## config.mk

```make
export PLATFORM = sky130hd
export DESIGN_NAME = first_fit_block_allocator
export DESIGN_NICKNAME = d
export VERILOG_FILES = /design/src/rtl/ffba_pkg.sv /design/src/rtl/ffba_dp.sv /design/src/rtl/ffba_ctrl.sv /design/src/rtl/first_fit_block_allocator.sv
export SDC_FILE = /design/constraint.sdc
export NUM_CORES = 2
export LEC_CHECK = 0
export BUFFER_PORTS_ARGS = -buffer_cell sky130_fd_sc_hd__buf_2
export CAP_MARGIN = 20
export CORE_MARGIN = 4
export CORE_UTILIZATION = 57
export DETAILED_ROUTE_END_ITERATION = 10
export PLACE_DENSITY = 0.74
export SLEW_MARGIN = 0
export SYNTH_ARGS = -nofsm -noshare
export SYNTH_HDL_FRONTEND = slang
export SYNTH_HIERARCHICAL = 1
export SYNTH_SLANG_ARGS = --single-unit
export TNS_END_PERCENT = 1
```

## constraint.sdc

```tcl
create_clock -name clk -period 7.3 [get_ports clk]
set_input_delay 0.365 -clock clk [delete_from_list [all_inputs] [get_ports clk]]
set_output_delay 0.365 -clock clk [all_outputs]
set_load 0.005 [all_outputs]
```

## src/rtl/ffba_pkg.sv

```systemverilog
// Shared types and constants for the first-fit block allocator.
// No dependencies.
package ffba_pkg;

  localparam int OFF_W      = 24;
  localparam int CAP_W      = 24;
  localparam int REQ_W      = 25;
  localparam int ADDR_W     = 32;
  localparam int STAT_W     = 3;
  localparam int IN_DATA_W  = 64;
  localparam int OUT_DATA_W = 40;
  localparam int CFG_IDX_W  = 1;

  localparam int HEAP_MIN_BYTES   = 64;
  localparam int HEAP_RESET_BYTES = 1048576;

  localparam logic OP_ALLOC = 1'b0;
  localparam logic OP_FREE  = 1'b1;

  localparam logic [CFG_IDX_W-1:0] CFG_ENABLE = 1'b0;
  localparam logic [CFG_IDX_W-1:0] CFG_HEAP   = 1'b1;

  typedef enum logic [STAT_W-1:0] {
    ST_OK       = 3'd0,
    ST_DISABLED = 3'd1,
    ST_ZERO     = 3'd2,
    ST_NOFIT    = 3'd3,
    ST_NULL     = 3'd4,
    ST_UNKNOWN  = 3'd5
  } status_t;

  typedef enum logic [2:0] {
    S_IDLE,
    S_CHECK,
    S_SCAN,
    S_SPLIT,
    S_MARK,
    S_DONE
  } state_t;

  typedef struct packed {
    logic [OFF_W-1:0] off;
    logic [CAP_W-1:0] cap;
    logic             used;
  } entry_t;

  // controller -> datapath
  typedef struct packed {
    logic start;
    logic advance;
    logic hit;
    logic wr_split;
    logic wr_mark;
    logic load_out;
    logic load_ok;
  } dp_cmd_t;

  // datapath -> controller
  typedef struct packed {
    logic enabled;
    logic op_free;
    logic req_zero;
    logic addr_zero;
    logic fit;
    logic split_need;
    logic is_last;
    logic full;
    logic addr_match;
  } dp_stat_t;

endpackage

```

## src/rtl/ffba_dp.sv

```systemverilog
// Datapath: block table memory, scan index, request and result registers.
// Depends on ffba_pkg.
module ffba_dp #(
  parameter int          MAX_BLOCKS     = 64,
  parameter int          HEADER_BYTES   = 12,
  parameter logic [31:0] HEAP_BASE      = 32'hE400_0000,
  parameter int          HEAP_MAX_BYTES = 16777216
) (
  input  logic                                   clk,
  input  logic                                   rst_n,
  input  logic                                   cfg_we,
  input  logic [ffba_pkg::CFG_IDX_W-1:0]         cfg_index,
  input  logic [ffba_pkg::REQ_W-1:0]             cfg_wdata,
  input  logic                                   req_opcode,
  input  logic [ffba_pkg::REQ_W-1:0]             req_bytes,
  input  logic [ffba_pkg::ADDR_W-1:0]            req_free_address,
  input  ffba_pkg::dp_cmd_t                      cmd,
  output ffba_pkg::dp_stat_t                     stat,
  output logic [ffba_pkg::ADDR_W-1:0]            out_addr
);
  import ffba_pkg::*;

  localparam int IDX_W = (MAX_BLOCKS > 1) ? $clog2(MAX_BLOCKS) : 1;
  localparam int CNT_W = $clog2(MAX_BLOCKS + 1);
  localparam logic [REQ_W:0]   HDR_X   = (REQ_W+1)'(HEADER_BYTES);
  localparam logic [CAP_W-1:0] RST_CAP = CAP_W'(HEAP_RESET_BYTES - HEADER_BYTES);

  entry_t             mem [MAX_BLOCKS];
  entry_t             rd_word_r;
  logic               rd_dflt_r;
  logic               init0_r;
  logic [IDX_W-1:0]   idx_r, idx_nxt;
  logic [CNT_W-1:0]   count_r;
  logic               enabled_r;
  logic               op_r;
  logic [REQ_W-1:0]   req_r;
  logic [ADDR_W-1:0]  faddr_r;
  entry_t             mark_r, split_r;
  logic [ADDR_W-1:0]  res_addr_r;
  logic [ADDR_W-1:0]  out_addr_r;

  entry_t             cur;
  logic [ADDR_W-1:0]  payload;
  logic [REQ_W:0]     need_x;
  logic               do_split;
  logic [REQ_W-1:0]   heap_clamp;
  logic               rebuild;
  logic               we;
  logic [IDX_W-1:0]   wa;
  entry_t             wd;
  entry_t             split_word;
  logic [REQ_W:0]     new_off_x;
  logic [REQ_W:0]     new_cap_x;

  assign cur     = rd_dflt_r ? entry_t'{off: '0, cap: RST_CAP, used: 1'b0} : rd_word_r;
  assign payload = HEAP_BASE + ADDR_W'(cur.off) + ADDR_W'(HEADER_BYTES);
  assign need_x  = {1'b0, req_r} + HDR_X;

  assign stat.enabled    = enabled_r;
  assign stat.op_free    = (op_r == OP_FREE);
  assign stat.req_zero   = (req_r == '0);
  assign stat.addr_zero  = (faddr_r == '0);
  assign stat.fit        = !cur.used && ({1'b0, cur.cap} >= req_r);
  assign stat.split_need = ({2'b0, cur.cap} >= need_x);
  assign stat.is_last    = ((CNT_W'(idx_r) + CNT_W'(1)) == count_r);
  assign stat.full       = (count_r == CNT_W'(MAX_BLOCKS));
  assign stat.addr_match = (payload == faddr_r);

  assign do_split  = (op_r == OP_ALLOC) && stat.split_need && stat.is_last;
  assign new_off_x = {2'b0, cur.off} + {1'b0, req_r} + HDR_X;
  assign new_cap_x = {2'b0, cur.cap} - need_x;

  always_comb begin
    split_word.off  = new_off_x[OFF_W-1:0];
    split_word.cap  = new_cap_x[CAP_W-1:0];
    split_word.used = 1'b0;
  end

  // heap size clamp for a rebuild
  always_comb begin
    heap_clamp = cfg_wdata;
    if (cfg_wdata < REQ_W'(HEAP_MIN_BYTES)) begin
      heap_clamp = REQ_W'(HEAP_MIN_BYTES);
    end else if (cfg_wdata > REQ_W'(HEAP_MAX_BYTES)) begin
      heap_clamp = REQ_W'(HEAP_MAX_BYTES);
    end
  end

  assign rebuild = cfg_we && (cfg_index == CFG_HEAP);

  // single write port: rebuild, split entry, or marked entry
  always_comb begin
    we = 1'b0;
    wa = idx_r;
    wd = mark_r;
    if (rebuild) begin
      we = 1'b1;
      wa = '0;
      wd = '{off: '0, cap: CAP_W'(heap_clamp - REQ_W'(HEADER_BYTES)), used: 1'b0};
    end else if (cmd.wr_split) begin
      we = 1'b1;
      wa = idx_r + IDX_W'(1);
      wd = split_r;
    end else if (cmd.wr_mark) begin
      we = 1'b1;
    end
  end

  always_comb begin
    idx_nxt = idx_r;
    if (cmd.start) begin
      idx_nxt = '0;
    end else if (cmd.advance) begin
      idx_nxt = idx_r + IDX_W'(1);
    end
  end

  always_ff @(posedge clk) begin
    if (we) begin
      mem[wa] <= wd;
    end
    rd_word_r <= mem[idx_nxt];
  end

  always_ff @(posedge clk) begin
    if (!rst_n) begin
      init0_r   <= 1'b1;
      rd_dflt_r <= 1'b1;
      idx_r     <= '0;
      count_r   <= CNT_W'(1);
      enabled_r <= 1'b0;
    end else begin
      rd_dflt_r <= init0_r && (idx_nxt == '0);
      if (we && (wa == '0)) begin
        init0_r <= 1'b0;
      end
      idx_r <= idx_nxt;
      if (rebuild) begin
        count_r <= CNT_W'(1);
      end else if (cmd.wr_split) begin
        count_r <= count_r + CNT_W'(1);
      end
      if (cfg_we && (cfg_index == CFG_ENABLE)) begin
        enabled_r <= cfg_wdata[0];
      end
    end
  end

  // payload registers
  always_ff @(posedge clk) begin
    if (cmd.start) begin
      op_r    <= req_opcode;
      req_r   <= req_bytes;
      faddr_r <= req_free_address;
    end
    if (cmd.hit) begin
      mark_r.off  <= cur.off;
      mark_r.cap  <= do_split ? req_r[CAP_W-1:0] : cur.cap;
      mark_r.used <= (op_r == OP_ALLOC);
      split_r     <= split_word;
      res_addr_r  <= payload;
    end
    if (cmd.load_out) begin
      out_addr_r <= cmd.load_ok ? res_addr_r : '0;
    end
  end

  assign out_addr = out_addr_r;

endmodule

```

## src/rtl/ffba_ctrl.sv

```systemverilog
// Controller state machine: request decode, table scan sequencing, result handoff.
// Depends on ffba_pkg.
module ffba_ctrl (
  input  logic                       clk,
  input  logic                       rst_n,
  input  logic                       in_valid,
  output logic                       in_ready,
  input  logic                       cfg_we,
  output logic                       out_valid,
  input  logic                       out_ready,
  output ffba_pkg::status_t          out_status,
  input  ffba_pkg::dp_stat_t         stat,
  output ffba_pkg::dp_cmd_t          cmd
);
  import ffba_pkg::*;

  state_t  state_r, state_nxt;
  status_t res_r, res_nxt;
  status_t out_status_r;
  logic    out_valid_r;

  // next state
  always_comb begin
    state_nxt = state_r;
    case (state_r)
      S_IDLE: begin
        if (in_valid && !cfg_we) state_nxt = S_CHECK;
      end
      S_CHECK: begin
        if (!stat.enabled) begin
          state_nxt = S_DONE;
        end else if (!stat.op_free && stat.req_zero) begin
          state_nxt = S_DONE;
        end else if (stat.op_free && stat.addr_zero) begin
          state_nxt = S_DONE;
        end else begin
          state_nxt = S_SCAN;
        end
      end
      S_SCAN: begin
        if (!stat.op_free) begin
          if (stat.fit) begin
            if (stat.split_need && stat.is_last) begin
              state_nxt = stat.full ? S_DONE : S_SPLIT;
            end else begin
              state_nxt = S_MARK;
            end
          end else if (stat.is_last) begin
            state_nxt = S_DONE;
          end
        end else begin
          if (stat.addr_match) begin
            state_nxt = S_MARK;
          end else if (stat.is_last) begin
            state_nxt = S_DONE;
          end
        end
      end
      S_SPLIT: state_nxt = S_MARK;
      S_MARK:  state_nxt = S_DONE;
      S_DONE: begin
        if (!out_valid_r || out_ready) state_nxt = S_IDLE;
      end
      default: state_nxt = S_IDLE;
    endcase
  end

  // outputs and commands
  always_comb begin
    cmd      = '0;
    in_ready = 1'b0;
    res_nxt  = res_r;
    case (state_r)
      S_IDLE: begin
        in_ready  = !cfg_we;
        cmd.start = in_valid && !cfg_we;
      end
      S_CHECK: begin
        if (!stat.enabled) begin
          res_nxt = ST_DISABLED;
        end else if (!stat.op_free && stat.req_zero) begin
          res_nxt = ST_ZERO;
        end else if (stat.op_free && stat.addr_zero) begin
          res_nxt = ST_NULL;
        end
      end
      S_SCAN: begin
        if (!stat.op_free) begin
          if (stat.fit) begin
            if (stat.split_need && stat.is_last && stat.full) begin
              res_nxt = ST_NOFIT;
            end else begin
              res_nxt = ST_OK;
              cmd.hit = 1'b1;
            end
          end else if (stat.is_last) begin
            res_nxt = ST_NOFIT;
          end else begin
            cmd.advance = 1'b1;
          end
        end else begin
          if (stat.addr_match) begin
            res_nxt = ST_OK;
            cmd.hit = 1'b1;
          end else if (stat.is_last) begin
            res_nxt = ST_UNKNOWN;
          end else begin
            cmd.advance = 1'b1;
          end
        end
      end
      S_SPLIT: cmd.wr_split = 1'b1;
      S_MARK:  cmd.wr_mark = 1'b1;
      S_DONE: begin
        cmd.load_out = !out_valid_r || out_ready;
        cmd.load_ok  = (res_r == ST_OK);
      end
      default: ;
    endcase
  end

  always_ff @(posedge clk) begin
    if (!rst_n) begin
      state_r     <= S_IDLE;
      res_r       <= ST_OK;
      out_valid_r <= 1'b0;
    end else begin
      state_r <= state_nxt;
      res_r   <= res_nxt;
      if (cmd.load_out) begin
        out_valid_r <= 1'b1;
      end else if (out_ready) begin
        out_valid_r <= 1'b0;
      end
    end
  end

  always_ff @(posedge clk) begin
    if (cmd.load_out) out_status_r <= res_r;
  end

  assign out_valid  = out_valid_r;
  assign out_status = out_status_r;

endmodule

```

## src/rtl/first_fit_block_allocator.sv

```systemverilog
// First-fit block allocator top level: stream ports, controller and datapath.
// Depends on ffba_pkg, ffba_ctrl, ffba_dp.
//
// Usage:
//   in_ beats carry one request: in_tuser is the opcode (0 allocate, 1 free),
//   in_tdata holds request_bytes and free_address. Each request answers with
//   exactly one out_ beat: status and payload_address (zero on any failure).
//   cfg_we writes register cfg_index: 0 heap_enabled, 1 heap_bytes (clamped
//   to 64..HEAP_MAX_BYTES, which rebuilds the table as one free block).
//   Write configuration only while no request is in flight; in_tready drops
//   during a cfg_we cycle.
// Timing:
//   One request at a time. A request walks the table one entry per cycle
//   through the table memory, stopping at the first fit (a matching block
//   for a free) or the last entry. A refused request goes from the check to
//   the done state; a hit passes the split state (when a block is split) and
//   the mark state first; a failed scan or a full table goes straight to
//   done. in_tready returns the cycle after the result is loaded.
// Reset: synchronous, active low; heap disabled, one free block of
//   1048576 - HEADER_BYTES bytes. No clearing pass is needed.
// Stall: the result sits in an output register; a stalled receiver holds
//   the block in its final state until that register frees up.
module first_fit_block_allocator #(
  parameter int          MAX_BLOCKS     = 64,
  parameter int          HEADER_BYTES   = 12,
  parameter logic [31:0] HEAP_BASE      = 32'hE400_0000,
  parameter int          HEAP_MAX_BYTES = 16777216
) (
  input  logic                                clk,
  input  logic                                rst_n,
  // config write port
  input  logic                                cfg_we,
  input  logic [ffba_pkg::CFG_IDX_W-1:0]      cfg_index,
  input  logic [ffba_pkg::REQ_W-1:0]          cfg_wdata,
  // request stream
  input  logic                                in_tvalid,
  output logic                                in_tready,
  input  logic [ffba_pkg::IN_DATA_W-1:0]      in_tdata,   // [24:0] request_bytes, [56:25] free_address
  input  logic                                in_tuser,   // [0] opcode
  // result stream
  output logic                                out_tvalid,
  input  logic                                out_tready,
  output logic [ffba_pkg::OUT_DATA_W-1:0]     out_tdata   // [2:0] status, [34:3] payload_address
);
  import ffba_pkg::*;

  dp_cmd_t            cmd;
  dp_stat_t           stat;
  status_t            out_status;
  logic [ADDR_W-1:0]  out_addr;

  // unused in_tdata pad bits [63:57] are dropped
  ffba_ctrl u_ctrl (
    .clk        (clk),
    .rst_n      (rst_n),
    .in_valid   (in_tvalid),
    .in_ready   (in_tready),
    .cfg_we     (cfg_we),
    .out_valid  (out_tvalid),
    .out_ready  (out_tready),
    .out_status (out_status),
    .stat       (stat),
    .cmd        (cmd)
  );

  ffba_dp #(
    .MAX_BLOCKS     (MAX_BLOCKS),
    .HEADER_BYTES   (HEADER_BYTES),
    .HEAP_BASE      (HEAP_BASE),
    .HEAP_MAX_BYTES (HEAP_MAX_BYTES)
  ) u_dp (
    .clk              (clk),
    .rst_n            (rst_n),
    .cfg_we           (cfg_we),
    .cfg_index        (cfg_index),
    .cfg_wdata        (cfg_wdata),
    .req_opcode       (in_tuser),
    .req_bytes        (in_tdata[REQ_W-1:0]),
    .req_free_address (in_tdata[REQ_W+ADDR_W-1:REQ_W]),
    .cmd              (cmd),
    .stat             (stat),
    .out_addr         (out_addr)
  );

  // pack result beat, zero fill to whole bytes
  assign out_tdata = {(OUT_DATA_W-ADDR_W-STAT_W)'(0), out_addr, out_status};

endmodule

```

# ---- Word-level counts from Yosys, hierarchy flattened
# Memories as Yosys holds them, arrays and structs flattened. A register that Yosys moved wholly into a read port is not among the register bits.
# Index checks and enable logic that the tools add are counted.
# W data, S select, Z words.
dict set report word_totals {
  reg_bits 245
  ramBits 3136
  input_bits 96
  elab_cells 130
  n_memories 1
}
# name words word_bits read_ports rd_clocked_by_memory_dff write_ports line_no
set memory_table {}
lappend memory_table {u_dp.mem 64 49 1 1 1 ffba_dp.sv:28} ;# entry_t mem [MAX_BLOCKS];
dict set report classes {
  n_addsub 10
  magnitude_cmp 4
  eq_ne 13
  mux 52
  n_bitwise 3
  n_reduce_logical 28
}
# cell n
set ops {}
lappend ops {{$mux W49} 3}
lappend ops {{$mux W24} 3}
lappend ops {{$mux W3} 19}
lappend ops {{$add A32 B4 Y32 const B} 1}
lappend ops {{$eq A32 B32 Y1} 1}
lappend ops {{$logic_not A32 Y1} 1}
lappend ops {{$add A30 B25 Y31 const A} 1}
lappend ops {{$add A25 B4 Y26 const B} 1}
lappend ops {{$ge A24 B26 Y1} 1}
lappend ops {{$ge A24 B25 Y1} 1}
lappend ops {{$gt A25 B25 Y1 const B} 1}
lappend ops {{$logic_not A25 Y1} 1}
lappend ops {{$lt A25 B7 Y1 const B} 1}
lappend ops {{$add A24 B24 Y24} 1}
lappend ops {{$add A24 B4 Y24 const B} 1}
lappend ops {{$mux W6} 4}
lappend ops {{$sub A24 B24 Y24} 1}
lappend ops {{$sub A24 B4 Y24 const B} 1}
lappend ops {{$pmux W3 S6} 1}
lappend ops {{$mux W1} 17}
lappend ops {{$logic_and A1 B1 Y1} 12}
lappend ops {{$logic_not A6 Y1} 2}
lappend ops {{$mux W2} 4}
lappend ops {{$ne A4 B4 Y1 const B} 2}
lappend ops {{19 further kinds} 29}

# ---- Logic depth before layout (Yosys ltp)
dict set report logic_depth {
  depth_word 12
  depth_mapped 29
}

# ---- Modules after synthesis
# The synthesis kept the hierarchy.
# module instances cells_per_inst area_per_inst_um2 seq_area_each_um2
set modules_own_cells {}
lappend modules_own_cells {ffba_dp 1 6824 134829.3 101597.4}
lappend modules_own_cells {ffba_ctrl 1 73 665.6 230.2}
lappend modules_own_cells {first_fit_block_allocator 1 6 41.3 0.0}

# ---- Worst setup path before layout
# Ideal clock, no wire load.
dict set report synth_path {
  path_type {reg-to-reg}
  startpoint {register u_dp.rd_dflt_r}
  endpoint {register u_ctrl.res_r[0]}
  arrival_time_ns 6.716
  required_ns 7.181
  slack_ns 0.465
  stages_incl_launch_ff 17
  n_path_buf 5
  synth_period_minus_slack_ns 6.835
  cell_sequence {dfxtp_1 -> clkbuf_1 -> clkbuf_1 -> clkbuf_1 -> clkbuf_1 -> clkbuf_1 -> nor2_1 -> ha_1 -> a21oi_1 -> o221ai_1 -> a221o_1 -> o211a_1 -> o21a_1 -> nand4b_1 -> and4_1 -> a221o_1 -> a21oi_2}
}
# element line_no
set synth_lines {}
lappend synth_lines {{start: declaration} ffba_dp.sv:30} ;# logic rd_dflt_r;
lappend synth_lines {{start signal: assignment} ffba_dp.sv:133} ;# rd_dflt_r <= init0_r && (idx_nxt == '0);
lappend synth_lines {{end signal: assignment} ffba_ctrl.sv:129} ;# res_r <= res_nxt;
lappend synth_lines {{end: declaration} ffba_ctrl.sv:18} ;# status_t res_r, res_nxt;

==> metrics.md <==
| Metric | Value |
|---|---|
| Unrepaired setup endpoints after global routing | no |
| Register area | 102000 µm² |
| Clock root cell | clkbuf_16 |
| Leakage | 0.0481 µW |
| Skew final | 0.0735 ns |
| Total Neg Setup Slack | 0 ns |
| Final setup violation count | 0 |
| Multi-input logic area | 32800 µm² |
| Antenna-violating nets left | 0 |
| Clock sink count | 3415 |
| DP HPWL | 203000 µm |
| Routability cong. | 0.904 |
| DR vias/cell | 6.80 |
| Initial core utilization | 57.5% |
| Max Root-Sink Buffers | 4 |
| Seq cells post-synth | 3415 |
| CP Capture Type | flip-flop |
| Power per standard cell area | 259 nW/µm² |
| Crit path kind | reg -> reg |
| H-Tree Depth | 5 |
| Worst Hold Class | in -> reg |
| Vias post-DR | 73700 |
| CORE AREA | 236000 µm² |
| Share of cells above drive strength 1 | 25.2% |
| First-pass GRT wire length | 530000 µm |
| Tcrit/Tclk final | 96.1% |
| Peak VDD IR | 0.243 mV |
| Overflow after GRT | 0 |
| Worst reg2reg path startpoint | u_dp/rd_dflt_r |
| Setup slack, reg-to-reg | 0.28 ns |
| IO buf count | 122 |
| Pre-CTS setup slack | -0.231 ns |
| Mean post-synth cell area | 19.6 µm² |
| EDFF count, synth | 3343 |
| Commonest non-fill, non-tap cell in the layout | edfxtp_1 |
| Layout area overhead | 14.2% |
| Post-placement cell area | 143000 µm² |
| # IOs | 138 |
| Worst-path maximum fanout | 56 |
| Total die area | 246000 µm² |
| DR iter-0 viols | 11200 |
| Synth Flop Type | edfxtp_1 |
| Rows | 178 |
| Post-Route WL | 369000 µm |
| CP arrival | 7.82 ns |
| Die Ht | 496 µm |
| Number of global-route vias before repair | 73900 |
| R2r endpoint | u_dp/rd_word_r[15] |
| Hold EP | u_dp/faddr_r[24] |
| Most frequent cells in the layout | 3343 x edfxtp_1, 784 x mux4_2, 477 x nand2_1 |
| Synthesized area | 136000 µm² |
| Largest net degree at the start of global routing | 86 |
| Wire length per cell | 34.1 µm |
| Relative slew slack | 19.1% |
| Num CTS Buffers | 343 |
| Final WS setup | 0.284 ns |
| Endpoints failing hold | 0 |
| Maxcap violations | 0 |
| Hold path startpoint | in_tdata[49] |
| Outcome | complete, no violations |
| CTS tree | built |
| Fmax | 0.143 GHz |
| Max-slew violation count | 0 |
| Reg2reg path depth | 24 |
| Die W | 496 µm |
| # fillers | 14700 |
| CP required | 8.10 ns |
| Nets | 7615 |
| Initial antenna violation count | 17 |
| Design area | 155000 µm² |
| Hold Path Depth | 2 |
| Cells after Synth | 6903 |
| Final min period | 7.02 ns |
| Total power | 40000 µW |
| Drt drc | 0 |
| Worst setup SP type | flip-flop |
| Tot GR Track Use | 30.2% |
| Worst-path clk slew | 0.06 ns |
| Ys Warns | 6 |
| Seq/Total Area, Yosys | 75.1% |
| Slew @ Worst Pin | 1.21 ns |
| FFs w/ async S/R, synth | 0% |
| Synth unique cells | 88 |
| Clk Latency, worst-skew pair | 0.96 ns |
| Router iterations before antenna repair | 7 |
synthesized netlist by cell type (4+ instances only):
library cell  instances  area, µm²
edfxtp_1           3343     100000
mux4_2              784      17700
nand2_1             477       1790
a211oi_1            259       1940
clkbuf_1            246        923
and2_1              234       1460
nor2_1              180        676
a21oi_1             166        831
a31oi_1             107        669
a311oi_1             98        858
buf_2                98        490
ha_1                 97       1210
xnor2_1              81        709
dfxtp_1              72       1440
inv_1                68        255
o21ai_0              61        305
mux2i_1              47        470
xor2_1               46        403
nor2b_1              36        225
buf_1                33        124
nand4_1              31        194
nor3_1               31        155
nand3_1              30        150
nor4_1               24        150
or2_2                22        138
a21o_1               18        135
o21a_1               18        135
o22a_1               18        158
and3_1               15       93.8
buf_4                15        113
nand2b_1             10       62.6
or3_1                10       62.6
nand3b_1              7       52.6
o211ai_1              7       52.6
a21boi_0              6       45.0
o32ai_1               6       52.6
nand4b_1              5       43.8
o21bai_1              5       37.5
o221ai_1              5       43.8
o2111ai_1             4       35.0
o22ai_1               4       25.0
o31ai_1               4       30.0
power by group:
part	switching [µW]	internal, µW	total, µW
clock	7210	10100	17300
combinational	699	341	1040
sequential	109	21600	21700
flip-flops by register name (all words and copies together) (netlist names), 3 cells and up:
| name | cells |
|---|---|
| u_dp/mem | 3136 |
| u_dp/mark_r | 49 |
| u_dp/rd_word_r | 49 |
| u_dp/split_r | 48 |
| u_dp/faddr_r | 32 |
| u_dp/out_addr | 26 |
| u_dp/req_r | 25 |
| u_dp/res_addr_r | 23 |
| u_dp/count_r | 7 |
| u_dp/idx_r | 6 |
| u_ctrl/out_status | 3 |
| u_ctrl/res_r | 3 |
| u_ctrl/state_r | 3 |
metal layers:
layer  share of wire, %  GRT usage, %
met2                 47          46.8
met4                4.3          11.9
met5              0.037             0
met1                 35          42.2
met3                 13          7.44
worst max path at each step:
stage,startpoint,end,slack [ns],cells past startpoint
2_1_floorplan,u_dp/rd_dflt_r,u_ctrl/res_r[0],0.46,16
3_3_place_gp,u_dp/rd_dflt_r,u_dp/rd_word_r[29],-0.32,25
3_5_place_dp,u_dp/rd_dflt_r,u_dp/rd_word_r[29],-0.23,25
4_1_cts,u_dp/rd_dflt_r,u_dp/rd_word_r[35],0.12,27
5_1_grt,u_dp/rd_dflt_r,u_dp/rd_word_r[15],0.04,26
6_report,u_dp/rd_dflt_r,u_dp/rd_word_r[15],0.28,24
logic make-up after synthesis:
| kind of cell | after synthesis | synth area share [%] |
|---|---|---|
| other cells | 2 | 0.00554 |
| buf+inv | 463 | 1.43 |
| xor+xnor | 127 | 0.821 |
| fa+ha+maj | 99 | 0.925 |
| simple gates | 1140 | 4.07 |
| flops | 3415 | 75.1 |
| mux | 832 | 13.4 |
| compound gates | 825 | 4.24 |
critical path, stage by stage, from the launching register on:
cell,delay (ns)
dfxtp_2,0.32
buf_4,0.32
or2_2,0.42
ha_1,0.39
nand2_1,0.09
a21o_1,0.09
a31oi_1,0.08
o311ai_0,0.26
a21boi_0,0.16
o21ai_0,0.27
a21oi_1,0.11
o21a_1,0.25
mux2_4,0.30
nor3_2,0.46
buf_4,0.27
xnor2_1,0.11
nor2_4,0.20
buf_12,0.24
buf_4,0.34
buf_4,0.35
mux4_2,0.53
a211oi_1,0.27
a311oi_1,0.09
a21oi_1,0.77
a21oi_1,0.15
final cells by class:
class / count / area share (%)
antenna: 6 / 0.00970
clock buffer: 439 / 5.96
clock inverter: 166 / 1.14
inverter: 69 / 0.167
multi-input combinational: 3031 / 21.2
sequential: 3415 / 65.8
tap: 3150 / 2.55
timing repair buffer: 560 / 3.20
metrics by stage:
stage / util [%] / cells / hold WS (ns)
floorplan: - / 6909 / 0.431
global placement: 60.6 / 10100 / 0.469
detailed placement: 60.6 / 10200 / 0.468
CTS: 65.6 / 10800 / 0.0798
global route: 65.6 / 10800 / 0.112
finish: 65.6 / 10800 / 0.138
what timing repair did:
action / CTS / global route
hold buffers: 68 / 0
setup endpoints to repair: 4 / 16
gates resized for setup: 4 / 5
setup buffers: 0 / 0
endpoints found under the hold margin: 76 / 0
pin swaps: 0 / 0
No activity file was read; power rests on OpenSTA's default activity.
